$ cat src/sv/quadratic_root_solver_top_defines.svh
// assertion macros for the quadratic root solver
// used by the files that check the queue and the result port
`ifndef QUADRATIC_ROOT_SOLVER_TOP_DEFINES_SVH
`define QUADRATIC_ROOT_SOLVER_TOP_DEFINES_SVH
`ifndef SYNTH
`define QRS_ASSERT(lbl, prop) \
  lbl: assert property (@(posedge clk) disable iff (rst) prop) else $error("qrs check failed");
`define QRS_ASSERT_RST(lbl, prop) \
  lbl: assert property (@(posedge clk) prop) else $error("qrs reset check failed");
`else
`define QRS_ASSERT(lbl, prop)
`define QRS_ASSERT_RST(lbl, prop)
`endif
`endif

$ cat src/sv/qrs_pkg.sv
// shared constants and types of the quadratic root solver
// no dependencies
`timescale 1ns / 1ps
package qrs_pkg;
  localparam int COEF_WIDTH_DEF = 16;
  localparam int FRAC_BITS_DEF  = 16;
  localparam int OUT_WIDTH      = 34;
  localparam int QUEUE_DEPTH    = 4;

  localparam logic [1:0] CNT_NONE = 2'd0;
  localparam logic [1:0] CNT_ONE  = 2'd1;
  localparam logic [1:0] CNT_TWO  = 2'd2;

  typedef struct packed {
    logic [1:0] cnt;
    logic       degen;
  } ctl_t;
endpackage

$ cat src/sv/qrs_front.sv
// front end: takes coefficients, forms b*b and a*c, classifies the discriminant
// depends on qrs_pkg
`timescale 1ns / 1ps
module qrs_front #(
  parameter int W     = qrs_pkg::COEF_WIDTH_DEF,
  parameter int F     = qrs_pkg::FRAC_BITS_DEF,
  parameter int DEPTH = qrs_pkg::QUEUE_DEPTH
) (
  input  logic                             clk,
  input  logic                             rst,
  input  logic                             start,
  output logic                             busy,
  input  logic signed [W-1:0]              coef_a,
  input  logic signed [W-1:0]              coef_b,
  input  logic signed [W-1:0]              coef_c,
  input  logic [$clog2(DEPTH+1)-1:0]       level,
  output logic                             push,
  output qrs_pkg::ctl_t                    ctl,
  output logic [2*W+1:0]                   disc,
  output logic signed [W+F:0]              nb,
  output logic signed [W:0]                den
);
  localparam int LW  = $clog2(DEPTH+1);
  localparam int DW  = 2*W+2;
  localparam int NBW = W+F+1;

  logic                acc;
  logic                v1, v2;
  logic signed [W-1:0] a_q, b_q, c_q;
  logic [W-1:0]        a_mag, b_mag, c_mag;
  logic [2*W-1:0]      bb_q, ac_q;
  logic                acneg_q, azero_q;
  logic signed [W-1:0] a_r, b_r;
  logic [DW-1:0]       p4, b2x;
  logic signed [NBW-1:0] bext;

  // credits: queue entries plus beats still in the two front stages
  assign busy = ((LW+1)'(level) + (LW+1)'(v1) + (LW+1)'(v2)) >= (LW+1)'(DEPTH);
  assign acc  = start && !busy;

  assign a_mag = a_q[W-1] ? (~a_q + 1'b1) : a_q;
  assign b_mag = b_q[W-1] ? (~b_q + 1'b1) : b_q;
  assign c_mag = c_q[W-1] ? (~c_q + 1'b1) : c_q;

  always_ff @(posedge clk) begin
    if (rst) begin
      v1 <= 1'b0;
      v2 <= 1'b0;
    end else begin
      v1 <= acc;
      v2 <= v1;
    end
    if (acc) begin
      a_q <= coef_a;
      b_q <= coef_b;
      c_q <= coef_c;
    end
    bb_q    <= b_mag * b_mag;
    ac_q    <= a_mag * c_mag;
    acneg_q <= (a_q[W-1] != c_q[W-1]) && (c_q != '0);
    azero_q <= (a_q == '0);
    a_r     <= a_q;
    b_r     <= b_q;
  end

  assign p4  = {ac_q, 2'b00};
  assign b2x = {2'b00, bb_q};

  always_comb begin
    ctl.degen = azero_q;
    ctl.cnt   = qrs_pkg::CNT_NONE;
    disc      = '0;
    if (acneg_q) begin
      disc    = b2x + p4;
      ctl.cnt = qrs_pkg::CNT_TWO;
    end else if (b2x >= p4) begin
      disc    = b2x - p4;
      ctl.cnt = (b2x == p4) ? qrs_pkg::CNT_ONE : qrs_pkg::CNT_TWO;
    end
  end

  assign bext = NBW'(b_r);
  assign nb   = (-bext) <<< F;
  assign den  = {a_r, 1'b0};
  assign push = v2;
endmodule

$ cat config.mk
export PLATFORM = sky130hd
export DESIGN_NAME = qrs_front
export DESIGN_NICKNAME = d
export VERILOG_FILES = /design/src/sv/quadratic_root_solver_top_defines.svh /design/src/sv/qrs_pkg.sv /design/src/sv/qrs_front.sv
export SDC_FILE = /design/constraint.sdc
export NUM_CORES = 1
export LEC_CHECK = 0
export ABC_CLOCK_PERIOD_IN_PS = 18800
export BUFFER_PORTS_ARGS = -buffer_cell sky130_fd_sc_hd__buf_2
export CAP_MARGIN = 5
export CORE_MARGIN = 10
export CORE_UTILIZATION = 35
export DETAILED_ROUTE_END_ITERATION = 6
export GPL_ROUTABILITY_DRIVEN = 0
export PLACE_DENSITY = 0.57
export SLEW_MARGIN = 15
export SYNTH_ARGS = -nofsm -noshare
export SYNTH_HDL_FRONTEND = slang
export SYNTH_SLANG_ARGS = --single-unit
$ cat constraint.sdc
create_clock -name clk -period 18.8 [get_ports clk]
set_input_delay 0.94 -clock clk [delete_from_list [all_inputs] [get_ports clk]]
set_output_delay 0.94 -clock clk [all_outputs]
set_load 0.005 [all_outputs]
Yosys cells after proc, flatten, opt, wreduce, memory -nomap -nowiden
Index checks and enable logic that the tools add are counted.

operators by class
  bitwise logic cells = 3
  equality and inequality tests = 2
  $lt $le $gt $ge = 2
  muxes and demuxes = 8
  multiply operators = 2
  $add $sub $neg = 8
  reduce and logical (&&, ||, !) cells = 5

operators by type and width
  operator                 number
  $mux W34                 2
  $mul A16 B16 Y32         2
  $add A16 B1 Y16 const B  3
  $mux W16                 3
  $not A16 Y16             3
  $add A32 B34 Y34         1
  $eq A32 B34 Y1           1
  $ge A32 B34 Y1           1
  $sub A32 B34 Y34         1
  $neg A16 Y17             1
  $logic_not A16 Y1        1
  $reduce_bool A16 Y1      1
  $mux W2                  3
  $add A3 B1 Y4            1
  $add A4 B1 Y4            1
  $ge A4 B3 Y1 const B     1
  $logic_and A1 B1 Y1      2
  $logic_not A1 Y1         1
  $ne A1 B1 Y1             1

word-level totals
  bits of input ports = 54
  register bits = 148
  output and inout port bits = 89
  logic and storage cells = 41

Longest topological paths before layout
Gate-level depths: netlist (run 1).

  word-level depth = 5
  depth in mapped cells = 31
  depth with buffers taken out = 30

Worst setup path before layout (run 1)
Ideal clock, no wire load.

  kind = reg-to-reg
  start = reg b_q[0]
  end = reg bb_q[31]
  arrival = 8.074 ns
  path buffers = 1
  required time = 18.673 ns
  cell stages (with the launch flop) = 31
  setup time = 0.127 ns
  setup slack = 10.599 ns
  period minus slack after synthesis = 8.201 ns
  cell sequence = edfxtp_1 -> clkinv_1 -> clkbuf_1 -> ha_1 -> nand2_1 -> or3_2 -> nand2_1 -> xor2_1 -> clkinv_1 -> nand2_1 -> inv_1 -> fa_1 -> inv_1 -> fa_1 -> inv_1 -> fa_1 -> fa_1 -> fa_1 -> inv_1 -> fa_1 -> inv_1 -> ha_1 -> and3_1 -> and2_4 -> a21oi_1 -> a21oi_1 -> a41o_1 -> or4_1 -> a31o_2 -> a221oi_1 -> xnor2_1

on the way
  cells in the longest elaborated chain, start to end = 4

RTL lines
  what                    line             RTL
  from (decl)             qrs_front.sv:29  logic signed [W-1:0] a_q, b_q, c_q;
  from (signal assigned)  qrs_front.sv:55  b_q <= coef_b;
  $not A16 Y16            qrs_front.sv:42  assign b_mag = b_q[W-1] ? (~b_q + 1'b1) : b_q;
  $add A16 B1 Y16         qrs_front.sv:42
  $mux W16 (*)            qrs_front.sv:42
  $mul A16 B16 Y32 (*)    qrs_front.sv:58  bb_q <= b_mag * b_mag;
  to (signal assigned)    qrs_front.sv:58
  to (decl)               qrs_front.sv:31  logic [2*W-1:0] bb_q, ac_q;

Every way passes the cells marked *; elsewhere a longest branch is shown, timed or not.
A chain may end at the register's enable or synchronous reset.

Worst setup path after layout (run 1)
Ends and elaborated chain as after synthesis.

==> impl_metrics.py, run 1 <==
metrics = {
    "critical_path": {
        "slowest_delay_ps": 630,
        "cp_top_family": "adder cells",
        "crit_top_cell": "fa_1",
        "slowest_stage": "xor2_1",
        "critical_path_buf_inv_count": 7,
        "criticalPathCategory": "register to register",
        "cp_max_fo": 17,
        "required_ps": 19150,
        "cp.arrival_ps": 9350,
        "rrSetupSlack_ps": 9800,
        "cp-end-kind": "register",
        "start_kind": "register",
    },
    "timing": {
        "finalCritPeriodShare_pct": 47.9,
        "worst_slack_ps": 9800,
        "tightestPinTransition_ps": 1130,
        "max_freq_mhz": 111,
        "relSlewSlack_pct": 24.1,
        "finClkSkew_ps": 11.1,
        "finalSetupTns_ps": 0,
        "maxSlewViolCount": 0,
        "timing.final.crit_period_ps": 9000,
        "setup_viol": 0,
        "rsz0062_at_grt": "false",
        "final_hold_viol_count": 0,
    },
    "cts": {
        "cts_max_level": 4,
        "clkTransAtPathRegs_ps": 70,
        "cts.sinks": 146,
        "cts_tree": "yes",
        "cts_hold_buf": 0,
        "cts-root-buf": "clkbuf_16",
        "clockBufferDepth": 2,
        "post-cts-setup-buffers": 0,
        "cts_buffers": 17,
        "postCtsResizedCells": 0,
        "clock_latency_ps": 470,
    },
    "detailed_routing": {
        "dr.first_iter.drc_count": 1428,
        "top_layer_used": "met4",
        "vias": 18500,
        "wire_per_inst_um": 17.6,
        "drtAntennaViolNets": 0,
        "routed_wl_um": 64800,
        "drc": 0,
        "first_pass_iters": 6,
        "dr_wl_met3_um": 5100,
        "vias_per_cell": 5.03,
        "m1WireLength_um": 29400,
        "wl_met2_um": 29100,
    },
    "global_routing": {
        "gr-total-overflow": 0,
        "grt_antenna_before_repair": 0,
        "grt_pass1_wl_um": 105000,
        "grt_max_degree": 41,
        "grtUsageTotal_pct": 17.0,
        "grt_pass1_vias": 19000,
    },
    "min_path": {
        "min_path_type": "register to register",
    },
    "yosys": {
        "avgSynthCellArea_um2": 8.84,
        "synth_cells": 2680,
        "netlist_area_mm2": 0.0237,
        "ys_warn_count": 0,
        "ys_types": 82,
        "synth_edf_count": 48,
        "ys.flop_type": "dfxtp_1",
        "ys_seq_area_share_pct": 14.4,
        "async_reset_ff_share_pct": 0,
        "ys_ff_latch": 146,
    },
    "final_layout": {
        "fin_area_mm2": 0.0259,
        "area_growth_syn_to_layout_pct": 9.28,
        "antenna_cells": 0,
        "nets": 3462,
        "drive_gt1_share_pct": 8.08,
    },
    "placed_design": {
        "io_buffers": 124,
        "postPlaceCellArea_mm2": 0.0253,
        "pre_cts_ws_ps": 9850,
        "dp_hpwl_um": 54600,
    },
    "floorplan": {
        "io_pins": 143,
        "die_w_um": 280,
        "die_y_um": 280,
        "fp-row-count": 95,
        "coreArea_mm2": 0.0672,
        "dieArea_mm2": 0.0785,
        "initial_core_util_pct": 35.3,
    },
    "run": {
        "cap_viol_max_count": 0,
    },
    "status": {
        "status": "completed",
    },
}
==> flip-flops by register name, indices dropped and copies added (netlist names) <==
register / cells
v1: 1
ac_q: 32
b_r: 16
acneg_q: 1
push: 1
azero_q: 1
bb_q: 30
a_q: 16
b_q: 16
a_r: 16
c_q: 16
==> metal layers <==
metal  global-route usage [%]  up-vias
met4                     4.01        0
met1                     23.5     9083
met5                        0        -
met2                     26.7      576
met3                     3.81       61
li1                         -     8741
==> kinds of logic (layout without fill, tap and decap cells) <==
logic type / count (synthesis) / count (layout) / share of synthesized area (%)
XOR/XNOR: 136 / 136 / 5.17
adder cells (fa/ha/maj): 623 / 623 / 44.3
multiplexers: 2 / 2 / 0.0950
buffers and inverters: 626 / 717 / 10.3
flip-flops: 146 / 146 / 14.4
AO/OA/AOI/OAI: 444 / 444 / 12.8
other: 2 / 29 / 0.0317
AND/OR/NAND/NOR: 701 / 701 / 12.9
==> stage by stage <==
| stage | utilization (%) | cells | hold slack [ps] |
|---|---|---|---|
| 6_report | 38.6 | 3671 | 408 |
| 5_1_grt | 38.6 | 3671 | 436 |
| 4_1_cts | 38.6 | 3671 | 414 |
| 3_5_place_dp | 37.7 | 3639 | 399 |
| 3_3_place_gp | 37.7 | 3639 | 396 |
| 2_1_floorplan | - | 2707 | 346 |
==> Yosys cell counts (all sizes together) (6+ instances only) <==
library cell | instances | area, µm²
inv | 521 | 1960
fa | 359 | 7190
ha | 264 | 3300
nor2 | 262 | 993
nand2 | 260 | 976
a21oi | 107 | 536
dfxtp | 98 | 1960
xnor2 | 79 | 711
o21ai | 73 | 365
clkbuf | 62 | 233
xor2 | 57 | 514
a21o | 48 | 360
edfxtp | 48 | 1440
buf | 36 | 236
nor3 | 34 | 170
o21a | 25 | 188
o31ai | 25 | 220
o21bai | 24 | 180
nand2b | 22 | 138
a211oi | 19 | 143
nand3 | 19 | 95.1
nor2b | 19 | 119
and2 | 17 | 109
a31oi | 16 | 100
a221oi | 15 | 131
or3 | 15 | 95.1
nand4 | 13 | 81.3
and3 | 12 | 75.1
o211ai | 9 | 67.6
or4 | 9 | 75.1
nor4 | 8 | 50.1
clkinv | 7 | 26.3
o22ai | 7 | 43.8
o41ai | 7 | 68.8
a211o | 6 | 52.6
a22oi | 6 | 45.0
o221a | 6 | 67.6
==> layout by cell type, fill, tap and decap left out, types with 8 or more instances in the layout <==
cell | synthesis | layout
clkbuf_16 | 0 | 17
o31ai_1 | 22 | 22
and3_1 | 12 | 12
or3_1 | 14 | 14
buf_2 | 15 | 124
o211ai_1 | 9 | 9
xor2_1 | 55 | 52
inv_1 | 519 | 519
nor2_1 | 260 | 260
a221oi_1 | 15 | 15
nand2b_1 | 22 | 22
and2_1 | 16 | 15
buf_4 | 20 | 33
xnor2_1 | 78 | 77
edfxtp_1 | 48 | 48
o21bai_1 | 24 | 24
nor4_1 | 8 | 8
nand3_1 | 19 | 19
o21a_1 | 25 | 25
a21oi_1 | 107 | 107
o21ai_0 | 70 | 70
a31oi_1 | 16 | 16
fa_1 | 359 | 359
nand4_1 | 13 | 13
a211oi_1 | 19 | 19
conb_1 | 2 | 29
nor2b_1 | 19 | 19
dfxtp_1 | 98 | 98
a21o_1 | 48 | 48
ha_1 | 264 | 264
nand2_1 | 260 | 260
nor3_1 | 34 | 34
==> worst paths after layout <==
check | startpoint | cells after the start | end
setup / recovery | b_q[0] | 29 | bb_q[31]
hold / removal | b_q[1] | 0 | b_r[1]
setup reg to reg | b_q[0] | 29 | bb_q[31]
hold reg to reg | b_q[1] | 0 | b_r[1]
==> final cells by class <==
cell class	count	area, µm²
fill	6864	41300
multi-input combinational	1935	18000
sequential	146	3400
inverter	528	1980
tap	873	1090
timing repair buffer	157	868
clock buffer	18	429
clock inverter	14	146
Power of run 1 is not shown: default switching activity piles up to over one toggle a cycle in this logic, so the estimate is an artifact.
==> inputs of run 2 (changes only) <==
--- a/config.mk
+++ b/config.mk
@@ -5,14 +5,14 @@
 export SDC_FILE = /design/constraint.sdc
 export NUM_CORES = 1
 export LEC_CHECK = 0
-export ABC_CLOCK_PERIOD_IN_PS = 18800
+export ABC_CLOCK_PERIOD_IN_PS = 7650
 export BUFFER_PORTS_ARGS = -buffer_cell sky130_fd_sc_hd__buf_2
 export CAP_MARGIN = 5
 export CORE_MARGIN = 10
 export CORE_UTILIZATION = 35
 export DETAILED_ROUTE_END_ITERATION = 6
 export GPL_ROUTABILITY_DRIVEN = 0
-export PLACE_DENSITY = 0.57
+export PLACE_DENSITY = 0.59
 export SLEW_MARGIN = 15
 export SYNTH_ARGS = -nofsm -noshare
 export SYNTH_HDL_FRONTEND = slang
==> constraint.sdc (replaced) <==
create_clock -name clk -period 7.65 [get_ports clk]
set_input_delay 0.3825 -clock clk [delete_from_list [all_inputs] [get_ports clk]]
set_output_delay 0.3825 -clock clk [all_outputs]
set_load 0.005 [all_outputs]
==> impl_metrics.py, run 2 (synthesis gave the netlist of run 1 again) <==
metrics = {
    "status": {
        "status": "completed",
    },
    "critical_path": {
        "cp-end-kind": "register",
        "r2r_cells": 23,
        "required_ps": 8040,
        "criticalPathCategory": "register to register",
        "r2r_end": "bb_q[31]",
        "cp_max_fo": 5,
        "cp.arrival_ps": 7820,
        "start_kind": "register",
        "rrSetupSlack_ps": 230,
        "regToRegStartpoint": "b_q[6]",
    },
    "timing": {
        "relSlewSlack_pct": 40.5,
        "max_freq_mhz": 135,
        "rsz0062_at_grt": "true",
        "setup_viol": 0,
        "finalSetupTns_ps": 0,
        "maxSlewViolCount": 0,
        "tightestPinTransition_ps": 885,
        "finClkSkew_ps": 17.3,
        "worst_slack_ps": 227,
        "finalCritPeriodShare_pct": 97.0,
        "timing.final.crit_period_ps": 7420,
        "hold_ws_ps": 73.3,
        "final_hold_viol_count": 0,
    },
    "placed_design": {
        "dp_hpwl_um": 56700,
        "io_buffers": 124,
        "pre_cts_ws_ps": 22.4,
    },
    "cts": {
        "cts.sinks": 146,
        "clockBufferDepth": 2,
        "cts_tree": "yes",
        "cts_max_level": 4,
        "clkTransAtPathRegs_ps": 70,
        "cts-root-buf": "clkbuf_16",
        "cts_buffers": 17,
        "cts_hold_buf": 0,
        "clock_latency_ps": 480,
    },
    "global_routing": {
        "grtUsageTotal_pct": 17.0,
        "grt_max_degree": 41,
        "grt_pass1_vias": 19100,
        "grt_pass1_wl_um": 106000,
        "gr-total-overflow": 0,
        "grt_antenna_before_repair": 1,
    },
    "final_layout": {
        "final_util_pct": 40.6,
        "top_regs": "ac_q x32, bb_q x30",
        "final_common_cell": "inv_1",
        "nets": 3585,
        "final_cell_mix": "519 x inv_1, 358 x fa_1, 260 x ha_1",
        "drive_gt1_share_pct": 13.8,
        "top_register": "ac_q",
        "largest_reg_flops": 32,
        "area_growth_syn_to_layout_pct": 15.0,
    },
    "detailed_routing": {
        "dr.first_iter.drc_count": 1399,
        "wire_per_inst_um": 17.6,
        "vias_per_cell": 5.03,
        "drc": 0,
        "drtAntennaViolNets": 0,
        "vias": 19100,
        "routed_wl_um": 66800,
        "first_pass_iters": 6,
    },
    "floorplan": {
        "die_y_um": 280,
        "coreArea_mm2": 0.0672,
        "die_w_um": 280,
        "io_pins": 143,
        "fp-row-count": 95,
        "dieArea_mm2": 0.0785,
        "initial_core_util_pct": 35.3,
    },
    "run": {
        "cap_viol_max_count": 0,
    },
    "min_path": {
        "hold_end": "push",
        "min_path_type": "input pin to register",
        "whs_path_depth": 2,
        "min_from": "rst",
    },
}
[run 2: cell count changes in the layout (fill, tap and decap cells not counted), moves of 5 or more]
cell        previous run  this run
buf_12                 0         6
xnor2_2                1         7
clkinvlp_4             6         0
xnor2_1               77        71
clkinv_4               0         5
nand2_1              260       251
buf_4                 33       150
nand2_2                0         6
[run 2: critical path, stage by stage, from the launching register on]
cell      delay (ps)
edfxtp_1         390
or4_4            560
or4_4            470
or4b_4           560
nor2_4           130
inv_1             60
fa_1             510
fa_1             540
inv_1             50
fa_1             550
fa_1             430
fa_1             490
inv_1             50
fa_1             470
inv_1             60
ha_4             230
a21o_1           200
nand3_1           90
nand2_1           60
a41o_1           250
or4_4            530
a31o_4           260
a221oi_2         250
xnor2_1          140
[run 2: layer usage]
layer  global-route usage [%]  wire length [µm]
met5                        0                 0
met4                     4.31              1100
met3                     2.72              4980
met2                     26.2             29800
met1                     24.5             30900
[run 2: final cells by class]
cell class | count | area (µm²)
well taps | 873 | 1090
repair buffers | 280 | 1870
clock inverters | 15 | 148
diodes | 1 | 2.50
multi-input cells | 1935 | 18300
fillers | 6769 | 39900
inverters | 528 | 1990
flip-flops and latches | 146 | 3400
clock buffers | 17 | 425
[run 2: worst max-delay path by stage]
stage / startpoint / endpoint / slack, ps / cells past startpoint
final: b_q[6] / bb_q[31] / 230 / 23
after global routing: b_q[6] / bb_q[31] / -60 / 27
after CTS: b_q[7] / bb_q[31] / 8 / 25
after detailed placement: b_q[7] / bb_q[31] / 20 / 25
after global placement: b_q[7] / bb_q[31] / 120 / 25
after floorplan: b_q[0] / bb_q[31] / 4 / 29
[run 2: per-stage QoR]
stage | std cells | cell area [µm²]
finish | 3795 | 27200
global route | 3794 | 27200
CTS | 3791 | 26900
detailed placement | 3759 | 26300
global placement | 3759 | 26300
floorplan | 2707 | 23900
[run 2: what timing repair did]
| action | CTS | global route |
|---|---|---|
| resized for setup | 0 | 67 |
| buffers inserted | 0 | 3 |
| setup endpoints to repair | 0 | 16 |
Power of run 2 is left out for the same reason.
==> inputs of run 3 (changes only) <==
--- a/config.mk
+++ b/config.mk
@@ -6,13 +6,13 @@
 export NUM_CORES = 1
 export LEC_CHECK = 0
 export ABC_CLOCK_PERIOD_IN_PS = 7650
-export BUFFER_PORTS_ARGS = -buffer_cell sky130_fd_sc_hd__buf_2
 export CAP_MARGIN = 5
 export CORE_MARGIN = 10
 export CORE_UTILIZATION = 35
 export DETAILED_ROUTE_END_ITERATION = 6
+export DONT_BUFFER_PORTS = 1
 export GPL_ROUTABILITY_DRIVEN = 0
-export PLACE_DENSITY = 0.59
+export PLACE_DENSITY = 0.57
 export SLEW_MARGIN = 15
 export SYNTH_ARGS = -nofsm -noshare
 export SYNTH_HDL_FRONTEND = slang
==> impl_metrics.py, run 3 (synthesis gave the netlist of run 1 again) <==
metrics = {
    "critical_path": {
        "criticalPathCategory": "register to register",
        "r2r_cells": 25,
        "required_ps": 8010,
        "cp-startpoint": "b_q[7]",
        "cp-end-kind": "register",
        "cp.arrival_ps": 7810,
        "regToRegStartpoint": "b_q[7]",
        "rrSetupSlack_ps": 200,
        "cp_max_fo": 9,
        "r2r_end": "bb_q[31]",
        "start_kind": "register",
    },
    "detailed_routing": {
        "drtAntennaViolNets": 0,
        "drc": 0,
        "vias": 18700,
        "first_pass_iters": 5,
        "routed_wl_um": 66500,
        "dr.first_iter.drc_count": 1523,
        "wire_per_inst_um": 17.8,
        "vias_per_cell": 5.01,
    },
    "min_path": {
        "min_from": "start",
        "min_path_type": "input pin to register",
        "hold_end": "b_q[13]",
        "whs_path_depth": 1,
    },
    "global_routing": {
        "gr-total-overflow": 0,
        "grtUsageTotal_pct": 17.1,
        "grt_antenna_before_repair": 1,
        "grt_pass1_vias": 18900,
        "grt_max_degree": 41,
        "grt_pass1_wl_um": 106000,
    },
    "cts": {
        "cts_max_level": 4,
        "cts-root-buf": "clkbuf_16",
        "cts_tree": "yes",
        "clockBufferDepth": 2,
        "cts.sinks": 146,
        "clkTransAtPathRegs_ps": 80,
        "clock_latency_ps": 490,
        "cts_buffers": 17,
    },
    "placed_design": {
        "io_buffers": 0,
        "postPlaceCellArea_mm2": 0.0258,
        "dp_hpwl_um": 56100,
    },
    "timing": {
        "relSlewSlack_pct": 29.6,
        "max_freq_mhz": 134,
        "finalCritPeriodShare_pct": 97.3,
        "finClkSkew_ps": 17.0,
        "rsz0062_at_grt": "true",
        "maxSlewViolCount": 0,
        "tightestPinTransition_ps": 1030,
        "setup_viol": 0,
        "timing.final.crit_period_ps": 7450,
        "final_hold_viol_count": 0,
    },
    "final_layout": {
        "nets": 3521,
        "final_common_cell": "inv_1",
        "fin_area_mm2": 0.0272,
        "largest_reg_flops": 32,
        "top_regs": "ac_q x32, bb_q x30",
        "drive_gt1_share_pct": 9.66,
        "area_growth_syn_to_layout_pct": 14.6,
        "final_cell_mix": "517 x inv_1, 359 x fa_1, 260 x ha_1",
        "n_fill_cell": 6694,
        "top_register": "ac_q",
    },
    "status": {
        "status": "completed",
    },
    "floorplan": {
        "io_pins": 143,
        "initial_core_util_pct": 35.3,
        "dieArea_mm2": 0.0785,
        "fp-row-count": 95,
        "die_w_um": 280,
        "coreArea_mm2": 0.0672,
        "die_y_um": 280,
    },
    "run": {
        "cap_viol_max_count": 0,
    },
}
==> run 3: cell types whose count changed in the layout (fill, tap and decap cells not counted), moves of 4 or more <==
cell | previous run | this run
buf_2 | 124 | 0
dlygate4sd3_1 | 0 | 49
inv_6 | 2 | 6
buf_4 | 150 | 158
xnor2_2 | 7 | 3
clkinv_4 | 5 | 1
xnor2_1 | 71 | 75
==> run 3: critical path, stage by stage, from the launching register on <==
cell      delay (ps)
edfxtp_1         380
or4_4            550
or4_4            460
o31a_4           320
xnor2_4          150
clkinv_2          80
buf_4            180
nand2_2           90
inv_1             70
fa_1             550
fa_1             430
fa_1             470
fa_1             540
fa_1             500
inv_1             50
fa_1             470
inv_1             40
ha_1             280
and3_4           200
nand3_1           70
nand2_1           50
a41o_1           250
or4_4            530
a31o_4           260
a221oi_2         250
xnor2_1           90
==> run 3: layer usage <==
metal | part of all wire (%) | global-route usage, % | routed length [µm] | up-vias
met2 | 44 | 26.4 | 29500 | 552
met4 | 1.2 | 3.53 | 823 | 0
met1 | 47 | 24.2 | 31100 | 9194
met3 | 7.7 | 3.77 | 5100 | 53
met5 | 0 | 0 | 0 | -
li1 | - | - | - | 8880
==> run 3: area by class of cell <==
| cell class | count | area, µm² | share of cell area [%] |
|---|---|---|---|
| flip-flops and latches | 146 | 3400 | 12.5 |
| well taps | 873 | 1090 | 4.02 |
| inverters | 528 | 1990 | 7.32 |
| repair buffers | 216 | 1840 | 6.77 |
| multi-input cells | 1935 | 18200 | 67.1 |
| clock inverters | 15 | 185 | 0.682 |
| diodes | 1 | 2.50 | 0.00922 |
| clock buffers | 17 | 425 | 1.57 |
==> run 3: repair_timing <==
item	4_1_cts	5_1_grt
cloned	0	0
hold buffers	49	0
endpoints found under the hold margin	50	0
endpoints found under the setup margin	1	17
setup buffers	0	6
resized for setup	0	47
pin swaps	1	19
==> run 3: through the flow <==
step           worst slack, ps  hold WS (ps)  TNS (ps)  util, %  cells
5_1_grt                  -45.0           471     -45.0     40.4   3731
6_report                   204           438         0     40.4   3731
3_3_place_gp              49.2           407         0     38.4   3643
2_1_floorplan             3.79           346         0        -   2707
4_1_cts                   3.73           417         0     40.0   3724
3_5_place_dp              12.2           402         0     38.4   3643
==> run 3: how the worst max path moves through the flow <==
stage	slack [ps]	end
after floorplan	4	bb_q[31]
after global placement	50	bb_q[31]
after detailed placement	10	bb_q[31]
after CTS	4	bb_q[31]
after global routing	-50	bb_q[31]
final	200	bb_q[31]
Power of run 3 is left out for the same reason.
